File: src/rtl/core/cwsc_pkg.sv
`timescale 1ns / 1ps
`default_nettype none

package cwsc_pkg;

    localparam int OffsetBits = 48;
    localparam int CfgIndexBits = 3;

    localparam logic [CfgIndexBits-1:0] CFG_EXPECTED_STEP = 3'd0;
    localparam logic [CfgIndexBits-1:0] CFG_WRAP_PREVIOUS = 3'd1;
    localparam logic [CfgIndexBits-1:0] CFG_WRAP_CURRENT  = 3'd2;
    localparam logic [CfgIndexBits-1:0] CFG_MARKER_MASK   = 3'd3;
    localparam logic [CfgIndexBits-1:0] CFG_SECOND_BYTES  = 3'd4;

    localparam logic [31:0] RST_EXPECTED_STEP = 32'd131074;
    localparam logic [31:0] RST_WRAP_PREVIOUS = 32'd1;
    localparam logic [31:0] RST_WRAP_CURRENT  = 32'hFFFE_FFFF;
    localparam logic [31:0] RST_MARKER_MASK   = 32'h0000_FFFF;
    localparam logic [29:0] RST_SECOND_BYTES  = 30'd64000000;

    typedef enum logic [2:0] {
        ST_FIRST  = 3'd0,
        ST_STEP   = 3'd1,
        ST_WRAP   = 3'd2,
        ST_MARKER = 3'd3,
        ST_BAD    = 3'd4
    } status_t;

    typedef struct packed {
        logic [31:0] expected_step;
        logic [31:0] wrap_previous;
        logic [31:0] wrap_current;
        logic [31:0] marker_mask;
        logic [29:0] second_bytes;
    } cwsc_cfg_t;

    typedef struct packed {
        status_t     status;
        logic [31:0] diff;
        logic        last_of_second;
    } cwsc_verdict_t;

    typedef struct packed {
        status_t     check_status;
        logic [47:0] byte_offset;
        logic [31:0] previous_value;
        logic [31:0] current_value;
        logic [31:0] step_found;
    } cwsc_result_t;

endpackage

`default_nettype wire

File: src/rtl/core/cwsc_judge.sv
`timescale 1ns / 1ps
`default_nettype none

module cwsc_judge
    import cwsc_pkg::*;
(
    input  cwsc_cfg_t     cfg,
    input  logic [31:0]   last_word,
    input  logic [31:0]   word,
    input  logic [29:0]   phase,
    output cwsc_verdict_t verdict
);

    logic [31:0] diff;
    logic [30:0] next_phase;
    logic        last_of_second;
    logic        wrap_hit;
    logic        marker_hit;

    always_comb
    begin
        diff           = last_word - word;
        next_phase     = {1'b0, phase} + 31'd4;
        last_of_second = next_phase >= {1'b0, cfg.second_bytes};
        wrap_hit       = (last_word == cfg.wrap_previous) && (word == cfg.wrap_current);
        marker_hit     = ((phase == 30'd0)
                          && ((last_word & cfg.marker_mask) == cfg.marker_mask))
                      || (last_of_second
                          && ((word & cfg.marker_mask) == cfg.marker_mask));
    end

    always_comb
    begin
        verdict.diff           = diff;
        verdict.last_of_second = last_of_second;
        if (diff == cfg.expected_step)
        begin
            verdict.status = ST_STEP;
        end
        else if (wrap_hit)
        begin
            verdict.status = ST_WRAP;
        end
        else if (marker_hit)
        begin
            verdict.status = ST_MARKER;
        end
        else
        begin
            verdict.status = ST_BAD;
        end
    end

endmodule

`default_nettype wire

File: src/rtl/core/countdown_word_stream_checker_top.sv
`timescale 1ns / 1ps
`default_nettype none

// Checks a countdown test pattern one 32-bit word per cycle while in_stall is
// low. Each accepted word yields exactly one registered result word: status
// (first, step ok, wrap ok, marker excused, bad), byte offset of the previous
// word, both words and their difference. The subtract and compares sit between
// the stream state registers and the result register, so a word can be accepted
// every cycle; a one-entry skid behind the result register lets the input take
// one more word while the output is stalled, and in_stall rises only once it is
// full. Configuration is written through cfg_write/cfg_index/cfg_data while
// idle; writes to unused indexes are ignored.

module countdown_word_stream_checker_top
    import cwsc_pkg::*;
(
    input  logic                    clk,
    input  logic                    rst_n,

    input  logic                    cfg_write,
    input  logic [CfgIndexBits-1:0] cfg_index,
    input  logic [31:0]             cfg_data,

    input  logic                    in_valid,
    output logic                    in_stall,
    input  logic [31:0]             sample_word,
    input  logic                    stream_start,

    output logic                    out_valid,
    input  logic                    out_stall,
    output logic [2:0]              check_status,
    output logic [47:0]             byte_offset,
    output logic [31:0]             previous_value,
    output logic [31:0]             current_value,
    output logic [31:0]             step_found
);

    cwsc_cfg_t             cfg_reg;
    logic [31:0]           last_word_reg;
    logic                  awaiting_first_reg;
    logic [OffsetBits-1:0] offset_count_reg;
    logic [29:0]           second_phase_reg;

    cwsc_result_t          out_reg;
    cwsc_result_t          skid_reg;
    logic                  out_valid_reg;
    logic                  skid_valid_reg;

    cwsc_verdict_t         verdict;
    cwsc_result_t          result_next;
    logic                  in_accept;
    logic                  out_take;
    logic                  out_free;
    logic                  first_word;
    logic [63:0]           offset_wide;
    logic [30:0]           phase_sum;

    // configuration registers
    always_ff @(posedge clk or negedge rst_n)
    begin
        if (!rst_n)
        begin
            cfg_reg.expected_step <= RST_EXPECTED_STEP;
            cfg_reg.wrap_previous <= RST_WRAP_PREVIOUS;
            cfg_reg.wrap_current  <= RST_WRAP_CURRENT;
            cfg_reg.marker_mask   <= RST_MARKER_MASK;
            cfg_reg.second_bytes  <= RST_SECOND_BYTES;
        end
        else if (cfg_write)
        begin
            case (cfg_index)
                CFG_EXPECTED_STEP: cfg_reg.expected_step <= cfg_data;
                CFG_WRAP_PREVIOUS: cfg_reg.wrap_previous <= cfg_data;
                CFG_WRAP_CURRENT:  cfg_reg.wrap_current  <= cfg_data;
                CFG_MARKER_MASK:   cfg_reg.marker_mask   <= cfg_data;
                CFG_SECOND_BYTES:  cfg_reg.second_bytes  <= cfg_data[29:0];
                default:           ;
            endcase
        end
    end

    cwsc_judge u_judge (
        .cfg       (cfg_reg),
        .last_word (last_word_reg),
        .word      (sample_word),
        .phase     (second_phase_reg),
        .verdict   (verdict)
    );

    assign in_stall   = skid_valid_reg;
    assign in_accept  = in_valid && !skid_valid_reg;
    assign out_take   = out_valid_reg && !out_stall;
    assign out_free   = !out_valid_reg || out_take;
    assign first_word = stream_start || awaiting_first_reg;

    always_comb
    begin
        offset_wide = 64'(offset_count_reg);
        phase_sum   = {1'b0, second_phase_reg} + 31'd4;
        if (first_word)
        begin
            result_next.check_status   = ST_FIRST;
            result_next.byte_offset    = '0;
            result_next.previous_value = '0;
            result_next.current_value  = sample_word;
            result_next.step_found     = '0;
        end
        else
        begin
            result_next.check_status   = verdict.status;
            result_next.byte_offset    = offset_wide[47:0];
            result_next.previous_value = last_word_reg;
            result_next.current_value  = sample_word;
            result_next.step_found     = verdict.diff;
        end
    end

    // stream state
    always_ff @(posedge clk or negedge rst_n)
    begin
        if (!rst_n)
        begin
            last_word_reg      <= '0;
            awaiting_first_reg <= 1'b1;
            offset_count_reg   <= '0;
            second_phase_reg   <= '0;
        end
        else if (in_accept)
        begin
            last_word_reg      <= sample_word;
            awaiting_first_reg <= 1'b0;
            if (first_word)
            begin
                offset_count_reg <= '0;
                second_phase_reg <= '0;
            end
            else
            begin
                offset_count_reg <= offset_count_reg + OffsetBits'(4);
                second_phase_reg <= verdict.last_of_second ? 30'd0 : phase_sum[29:0];
            end
        end
    end

    // result register and skid
    always_ff @(posedge clk or negedge rst_n)
    begin
        if (!rst_n)
        begin
            out_valid_reg  <= 1'b0;
            skid_valid_reg <= 1'b0;
        end
        else if (out_free)
        begin
            if (skid_valid_reg)
            begin
                out_valid_reg  <= 1'b1;
                skid_valid_reg <= 1'b0;
            end
            else
            begin
                out_valid_reg <= in_accept;
            end
        end
        else if (in_accept)
        begin
            skid_valid_reg <= 1'b1;
        end
    end

    always_ff @(posedge clk)
    begin
        if (out_free)
        begin
            if (skid_valid_reg)
            begin
                out_reg <= skid_reg;
            end
            else if (in_accept)
            begin
                out_reg <= result_next;
            end
        end
        else if (in_accept)
        begin
            skid_reg <= result_next;
        end
    end

    assign out_valid      = out_valid_reg;
    assign check_status   = out_reg.check_status;
    assign byte_offset    = out_reg.byte_offset;
    assign previous_value = out_reg.previous_value;
    assign current_value  = out_reg.current_value;
    assign step_found     = out_reg.step_found;

    a_skid_behind_out: assert property (@(posedge clk) disable iff (!rst_n)
        skid_valid_reg |-> out_valid_reg)
        else $error("skid holds a word while the result register is empty");

    a_first_restarts: assert property (@(posedge clk) disable iff (!rst_n)
        (in_accept && first_word) |=> (offset_count_reg == '0 && second_phase_reg == '0))
        else $error("first word did not restart offset and phase");

    a_accept_gives_result: assert property (@(posedge clk) disable iff (!rst_n)
        in_accept |=> out_valid_reg)
        else $error("accepted word produced no result");

    a_offset_steps: assert property (@(posedge clk) disable iff (!rst_n)
        (in_accept && !first_word)
            |=> (offset_count_reg == $past(offset_count_reg) + OffsetBits'(4)))
        else $error("byte offset did not advance by one word");

endmodule

`default_nettype wire
File: config.mk
export PLATFORM = sky130hd
export DESIGN_NAME = countdown_word_stream_checker_top
export DESIGN_NICKNAME = d
export VERILOG_FILES = /design/src/rtl/core/cwsc_pkg.sv /design/src/rtl/core/cwsc_judge.sv /design/src/rtl/core/countdown_word_stream_checker_top.sv
export SDC_FILE = /design/constraint.sdc
export NUM_CORES = 1
export LEC_CHECK = 0
export ABC_AREA = 1
export BUFFER_PORTS_ARGS = -buffer_cell sky130_fd_sc_hd__buf_2
export CORE_MARGIN = 2
export CORE_UTILIZATION = 45
export DETAILED_ROUTE_END_ITERATION = 8
export MAX_ROUTING_LAYER = met4
export PLACE_DENSITY_LB_ADDON = 0.2
export SLEW_MARGIN = 20
export SYNTH_ARGS = -nofsm -noshare
export SYNTH_HDL_FRONTEND = slang
export SYNTH_SLANG_ARGS = --single-unit
File: constraint.sdc
create_clock -name clk -period 20.3 [get_ports clk]
set_clock_uncertainty 0.05 [all_clocks]
set_input_delay 5.075 -clock clk [delete_from_list [all_inputs] [get_ports clk]]
set_output_delay 5.075 -clock clk [all_outputs]
set_load 0.01 [all_outputs]
==> results of run 1 <==
[cells in the mapped netlist, types with 3 or more instances]
cell type	instances	area (um^2)
edfxtp_1	290	8708
a211oi_1	3	22.52
o21ai_0	280	1401
xnor2_1	48	420.4
o21ai_1	3	15.01
dfrtp_1	209	5230
nor3b_1	4	30.03
nor3_4	3	48.80
nand2_1	1024	3844
clkbuf_1	79	296.5
nand2_2	9	56.30
nor2_2	12	75.07
nor4_1	31	193.9
or2_2	20	125.1
nand3_2	10	100.1
and2_1	7	43.79
o21a_1	9	67.56
nand4_1	35	219.0
nand3b_1	13	97.59
xnor3_1	6	135.1
inv_1	440	1652
o22ai_1	30	187.7
buf_4	3	22.52
nor2_1	242	908.4
nand3_1	118	590.6
clkinv_1	3	11.26
a21oi_1	80	400.4
buf_1	7	26.28
a31oi_1	3	18.77
nor3_1	46	230.2
inv_2	6	22.52
nor3_2	3	30.03
o31ai_1	3	22.52
xor2_1	31	271.5
buf_2	3	15.01
dfstp_2	58	1524
ha_1	62	775.7
[worst min-delay path, stage by stage, from the launching register on]
cell     delay [ns]
dfstp_2        0.37
inv_1          0.04
nor2_1         0.04
[logic make-up (layout without fill, tap and decap cells)]
group / count (synthesis) / count (layout) / synth area share (%)
buffers and inverters: 543 / 793 / 7.357
xor gates and xnor gates: 85 / 85 / 2.949
and+or+nand+nor: 1584 / 1584 / 23.76
DFF: 557 / 557 / 55.14
adders and majority gates: 63 / 63 / 2.838
other: 1 / 10 / 0.01337
AOI/OAI and AO/OA: 422 / 422 / 7.950
[metrics by stage]
step                      power [mW]  setup slack, ns  utilization, %
final                          3.119            12.92           51.95
after global routing           3.275            12.70           51.95
after CTS                      3.139            12.95           51.89
after detailed placement       2.023            12.27           48.64
after global placement         2.016            12.31           48.64
after floorplan                1.818            7.418               -
[worst paths after layout]
kind,cells past startpoint,slack [ns],from,to
setup reg to reg,19,15.82,second_phase_reg[2]$_DFFE_PN0P_,second_phase_reg[29]$_DFFE_PN0P_
hold / removal,2,0.39,awaiting_first_reg$_DFFE_PN1P_,awaiting_first_reg$_DFFE_PN1P_
setup / recovery,20,12.92,sample_word[13],check_status[1]$_DFFE_PP_
hold reg to reg,2,0.39,awaiting_first_reg$_DFFE_PN1P_,awaiting_first_reg$_DFFE_PN1P_
min in group asynchronous,1,4.44,rst_n,second_phase_reg[29]$_DFFE_PN0P_
max in group asynchronous,2,14.20,rst_n,cfg_reg[116]$_DFFE_PN0P_
[per-layer routing]
metal  share of wire, %  vias to the layer above  GRT usage (%)
met1                 47                    10295          37.03
met2                 43                      708          36.68
met4                2.6                        0          6.655
li1                   -                    10955              -
met5                  0                        -              -
met3                7.2                      125          4.179
[power by group through the flow]
stage	sequential, mW	clock [mW]	combinational, mW
after floorplan	1.44	0	0.382
after global placement	1.44	0	0.577
after detailed placement	1.44	0	0.583
after CTS	1.42	1.13	0.587
after global routing	1.43	1.18	0.663
final	1.42	1.11	0.586
[area by class of cell]
cell class                 instances  area (um^2)
sequential                       557        15470
clock inverter                    31        336.6
tap                              837         1047
multi-input combinational       2156        10570
inverter                         450         1693
fill                            5938        29650
timing repair buffer             234         1256
antenna                            8        20.02
clock buffer                      78         1670
==> impl_metrics.tcl, run 1 <==
set metrics [dict create \
    clk_latency_ns 0.63 \
    grt_overflow 0 \
    worst_ep_arrival_time_ns 7.71 \
    grt_pass1_vias 20683 \
    cts_buffer_depth 3 \
    fin_hold_ws_ns 0.3916 \
    drt-initial-drc-count 1772 \
    drc 0 \
    netlist_area_um2 28040 \
    synth_edf_count 290 \
    relSlewSlack_pct 27.48 \
    ios 222 \
    ys_ff_latch 557 \
    hold_buffers 0 \
    fin_cells 4351 \
    ant_nets 0 \
    antenna_found_initial 10 \
    grt_pass1_wl_um 120700 \
    p_leak_nw 14.67 \
    fin_crit_sh_pct 36.35 \
    grt_max_degree 165 \
    ys_types 55 \
    start_kind "primary input" \
    post_drt_wl_per_cell_um 18.16 \
    required_ns 20.63 \
    syn_to_final_growth_pct 14.31 \
    drive_gt1_share_pct 13.23 \
    rows 91 \
    rsz0062_at_grt "false" \
    wirelength_um 79000 \
    dp.cells 4234 \
    cts_made_buffers 58 \
    combPwrFrac_pct 18.8 \
    placed_area_um2 30020 \
    vias 22083 \
    period_needed_ns 7.380 \
    fmax_ghz 0.1355 \
    path_buf_inv 4 \
    place_congestion 0.9469 \
    worstPathMaxFanout 5 \
    worst_slew_pin_slew_ns 1.088 \
    portBuffers 219 \
    critPathMaxStageDelay_ns 0.45 \
    die_h_um 253.6 \
    largest_register_ffs 158 \
    grt_usage_pct 25.35 \
    die_x_um 253.6 \
    finalHoldViolCount 0 \
    seq_power_share_pct 45.5 \
    yosys_warnings 0 \
    ys.flop_type "edfxtp_1" \
    core_um2 61710 \
    dp_hpwl_um 57500 \
    path_class "primary input to flip-flop" \
    powerDensity_nw_per_um2 97.31 \
    ctsRootBufferMaster "clkbuf_16" \
    postCtsSetupBuffers 0 \
    cp_common_cell "nand2_1" \
    async_reset_ff_share_pct 47.94 \
    setup_tns_ns 0 \
    finalSetupViolCount 0 \
    viasPerCell 5.075 \
    drv_cap 0 \
    cts_resized 0 \
    slowest_stage "ha_1" \
    cp_top_family "simple AND/OR/NAND/NOR gates" \
    cts_htree_levels 2 \
    initial_utilization_pct 45.44 \
    design_area_um2 32060 \
    clock-sinks 557 \
    final_common_cell "nand2_1" \
    path_cells "buf_2 > inv_1 > ha_1 > nand2_1 > inv_1 > nand2_1 > nor3_1 > nand2_1 > nand2_1 > nand2_1 > nand2_1 > nor2_1 > clkinv_1 > nand3_1 > nor2_1 > nand2_1 > nor2_1 > nand3_2 > nand4_1 > nand2_1" \
    min_path_type "flip-flop to flip-flop" \
    ys_seq_area_share_pct 55.14 \
    syn-instance-count 3255 \
    status "completed" \
    syn_area_per_cell_um2 8.616 \
    clk_pin_slew_ns 0.06 \
    die_area_um2 64330 \
    cts_tree "done" \
    most-common-layout-cells "nand2_1, inv_1, edfxtp_1" \
    crit_path_end_kind "flip-flop" \
    detail_route.first_pass.iterations 6 \
    peakVddDrop_mv 0.07287 \
    switchingPower_mw 0.9335 \
    slew_viol_final 0 \
    p_clk_share_pct 35.7 \
    nets 3593 \
    p_sw_share_pct 29.93 \
    internal_power_mw 2.186 \
]
No activity file was read; power rests on OpenSTA's default activity.
==> inputs of run 2 (changes only) <==
==> constraint.sdc (replaced) <==
create_clock -name clk -period 7 [get_ports clk]
set_clock_uncertainty 0.05 [all_clocks]
set_input_delay 1.75 -clock clk [delete_from_list [all_inputs] [get_ports clk]]
set_output_delay 1.75 -clock clk [all_outputs]
set_load 0.01 [all_outputs]
==> impl_metrics.tcl, run 2 (synthesis results as in run 1) <==
set metrics [dict create \
    rsz0062_at_grt "false" \
    cp_common_cell "nand2_1" \
    grt.met2_usage_pct 38.03 \
    portBuffers 219 \
    min_path_type "flip-flop to flip-flop" \
    grt_pass1_vias 20836 \
    cts_resized 0 \
    place_congestion 0.9445 \
    clk_pin_slew_ns 0.06 \
    detailedPlace.worstSlack_ns 2.322 \
    crit_path_end_kind "flip-flop" \
    dp.cells 4239 \
    fmax_ghz 0.2184 \
    status "completed" \
    clk_latency_ns 0.64 \
    syn_to_final_growth_pct 14.45 \
    cts_tree "done" \
    setup_ws_ns 2.422 \
    die_x_um 253.6 \
    final_common_cell "nand2_1" \
    worst_r2r_endpoint "second_phase_reg[23]$_DFFE_PN0P_" \
    viasPerCell 5.099 \
    worst_ep_arrival_time_ns 5.00 \
    cts_buffer_depth 3 \
    grt_usage_pct 25.78 \
    placed_area_um2 30040 \
    worst_slew_pin_slew_ns 1.043 \
    fin_cells 4360 \
    ctsRootBufferMaster "clkbuf_16" \
    required_ns 7.42 \
    p_leak_nw 14.71 \
    postCtsSetupBuffers 0 \
    critPathMaxStageDelay_ns 0.59 \
    cts_htree_levels 2 \
    path_cells "nand2_1 > nor2_1 > nand2_1 > nor2_2 > nand4_1 > nor3_1 > nand3_1 > nor3b_1 > nand2_1 > xor2_1 > inv_1 > ha_1 > nand4_1 > a31o_2 > nand3_1 > nand2_1 > nand2_1 > o22ai_1" \
    die_h_um 253.6 \
    vias 22233 \
    path_buf_inv 1 \
    powerDensity_nw_per_um2 282.9 \
    hp-start "awaiting_first_reg$_DFFE_PN1P_" \
    hold_buffers 0 \
    setup_tns_ns 0 \
    cp_num_cells 18 \
    wirelength_um 80040 \
    largest_register_ffs 158 \
    start_kind "flip-flop" \
    drt-initial-drc-count 1852 \
    worstPathMaxFanout 17 \
    ios 222 \
    cts_made_buffers 60 \
    period_needed_ns 4.578 \
    die_area_um2 64330 \
    grt_pass1_wl_um 122500 \
    relSlewSlack_pct 30.31 \
    fin_crit_sh_pct 65.41 \
    slowest_stage "nand2_1" \
    rrSetupSlack_ns 2.42 \
    slew_viol_final 0 \
    dp_hpwl_um 59000 \
    crit_start "second_phase_reg[4]$_DFFE_PN0P_" \
    initial_utilization_pct 45.44 \
    worstSetupEndpoint "second_phase_reg[23]$_DFFE_PN0P_" \
    rows 91 \
    core_um2 61710 \
    drive_gt1_share_pct 13.17 \
    ant_nets 0 \
    finalSetupViolCount 0 \
    met3_usage_pct 4.077 \
    cp_top_family "simple AND/OR/NAND/NOR gates" \
    r2r_cells 18 \
    finalHoldViolCount 0 \
    peakVddDrop_mv 0.2070 \
    detail_route.first_pass.iterations 6 \
    post_drt_wl_per_cell_um 18.36 \
    nets 3600 \
    drv_cap 0 \
    antenna_found_initial 10 \
    top_usage_layer "met2" \
    grt_overflow 0 \
    clock-sinks 557 \
    grt_max_degree 107 \
    rr_startpoint "second_phase_reg[4]$_DFFE_PN0P_" \
    path_class "flip-flop to flip-flop" \
    most-common-layout-cells "nand2_1, inv_1, edfxtp_1" \
    design_area_um2 32100 \
    drc 0 \
    met1_usage_pct 37.63 \
]
## run 2: layer usage
metal  vias up  share of wire, %
met5         -                 0
met4         0               1.9
met3        98               7.0
met2       696                44
met1     10459                47
li1      10980                 -
## run 2: worst min path at each step
stage                                     end  slack, ns  cells past startpoint
2_1_floorplan  awaiting_first_reg$_DFFE_PN1P_       0.37                      2
3_3_place_gp   awaiting_first_reg$_DFFE_PN1P_       0.38                      2
3_5_place_dp   awaiting_first_reg$_DFFE_PN1P_       0.39                      2
4_1_cts        awaiting_first_reg$_DFFE_PN1P_       0.40                      2
5_1_grt        awaiting_first_reg$_DFFE_PN1P_       0.40                      2
6_report       awaiting_first_reg$_DFFE_PN1P_       0.39                      2
## run 2: metrics by stage
step / utilization, % / hold slack [ns] / total power [mW]
after floorplan: - / 0.3742 / 5.259
after global placement: 48.68 / 0.3794 / 5.859
after detailed placement: 48.68 / 0.3880 / 5.882
after CTS: 51.97 / 0.3971 / 9.140
after global routing: 52.01 / 0.4047 / 9.527
final: 52.01 / 0.3945 / 9.080
## run 2: area by class of cell
| cell class | count | area, um^2 |
|---|---|---|
| diodes | 8 | 20.02 |
| clock buffers | 82 | 1685 |
| clock inverters | 31 | 342.8 |
| fillers | 5950 | 29610 |
| inverters | 450 | 1693 |
| multi-input cells | 2156 | 10560 |
| flip-flops and latches | 557 | 15470 |
| well taps | 837 | 1047 |
| repair buffers | 239 | 1281 |
## run 2: tightest hold or removal path, delay by kind of cell (launching register included)
| family | cells | cell delay (ns) |
|---|---|---|
| flip-flops | 1 | 0.37 |
| AND/OR/NAND/NOR | 1 | 0.04 |
| buffers and inverters | 1 | 0.04 |
## run 2: power by group
group          total (mW)  internal, mW  switching, mW  leakage [nW]
Clock                3.25          1.91           1.34         0.986
Combinational        1.71         0.586           1.12          7.60
Sequential           4.12          3.88          0.240          6.11
Total                9.08          6.37           2.71          14.7
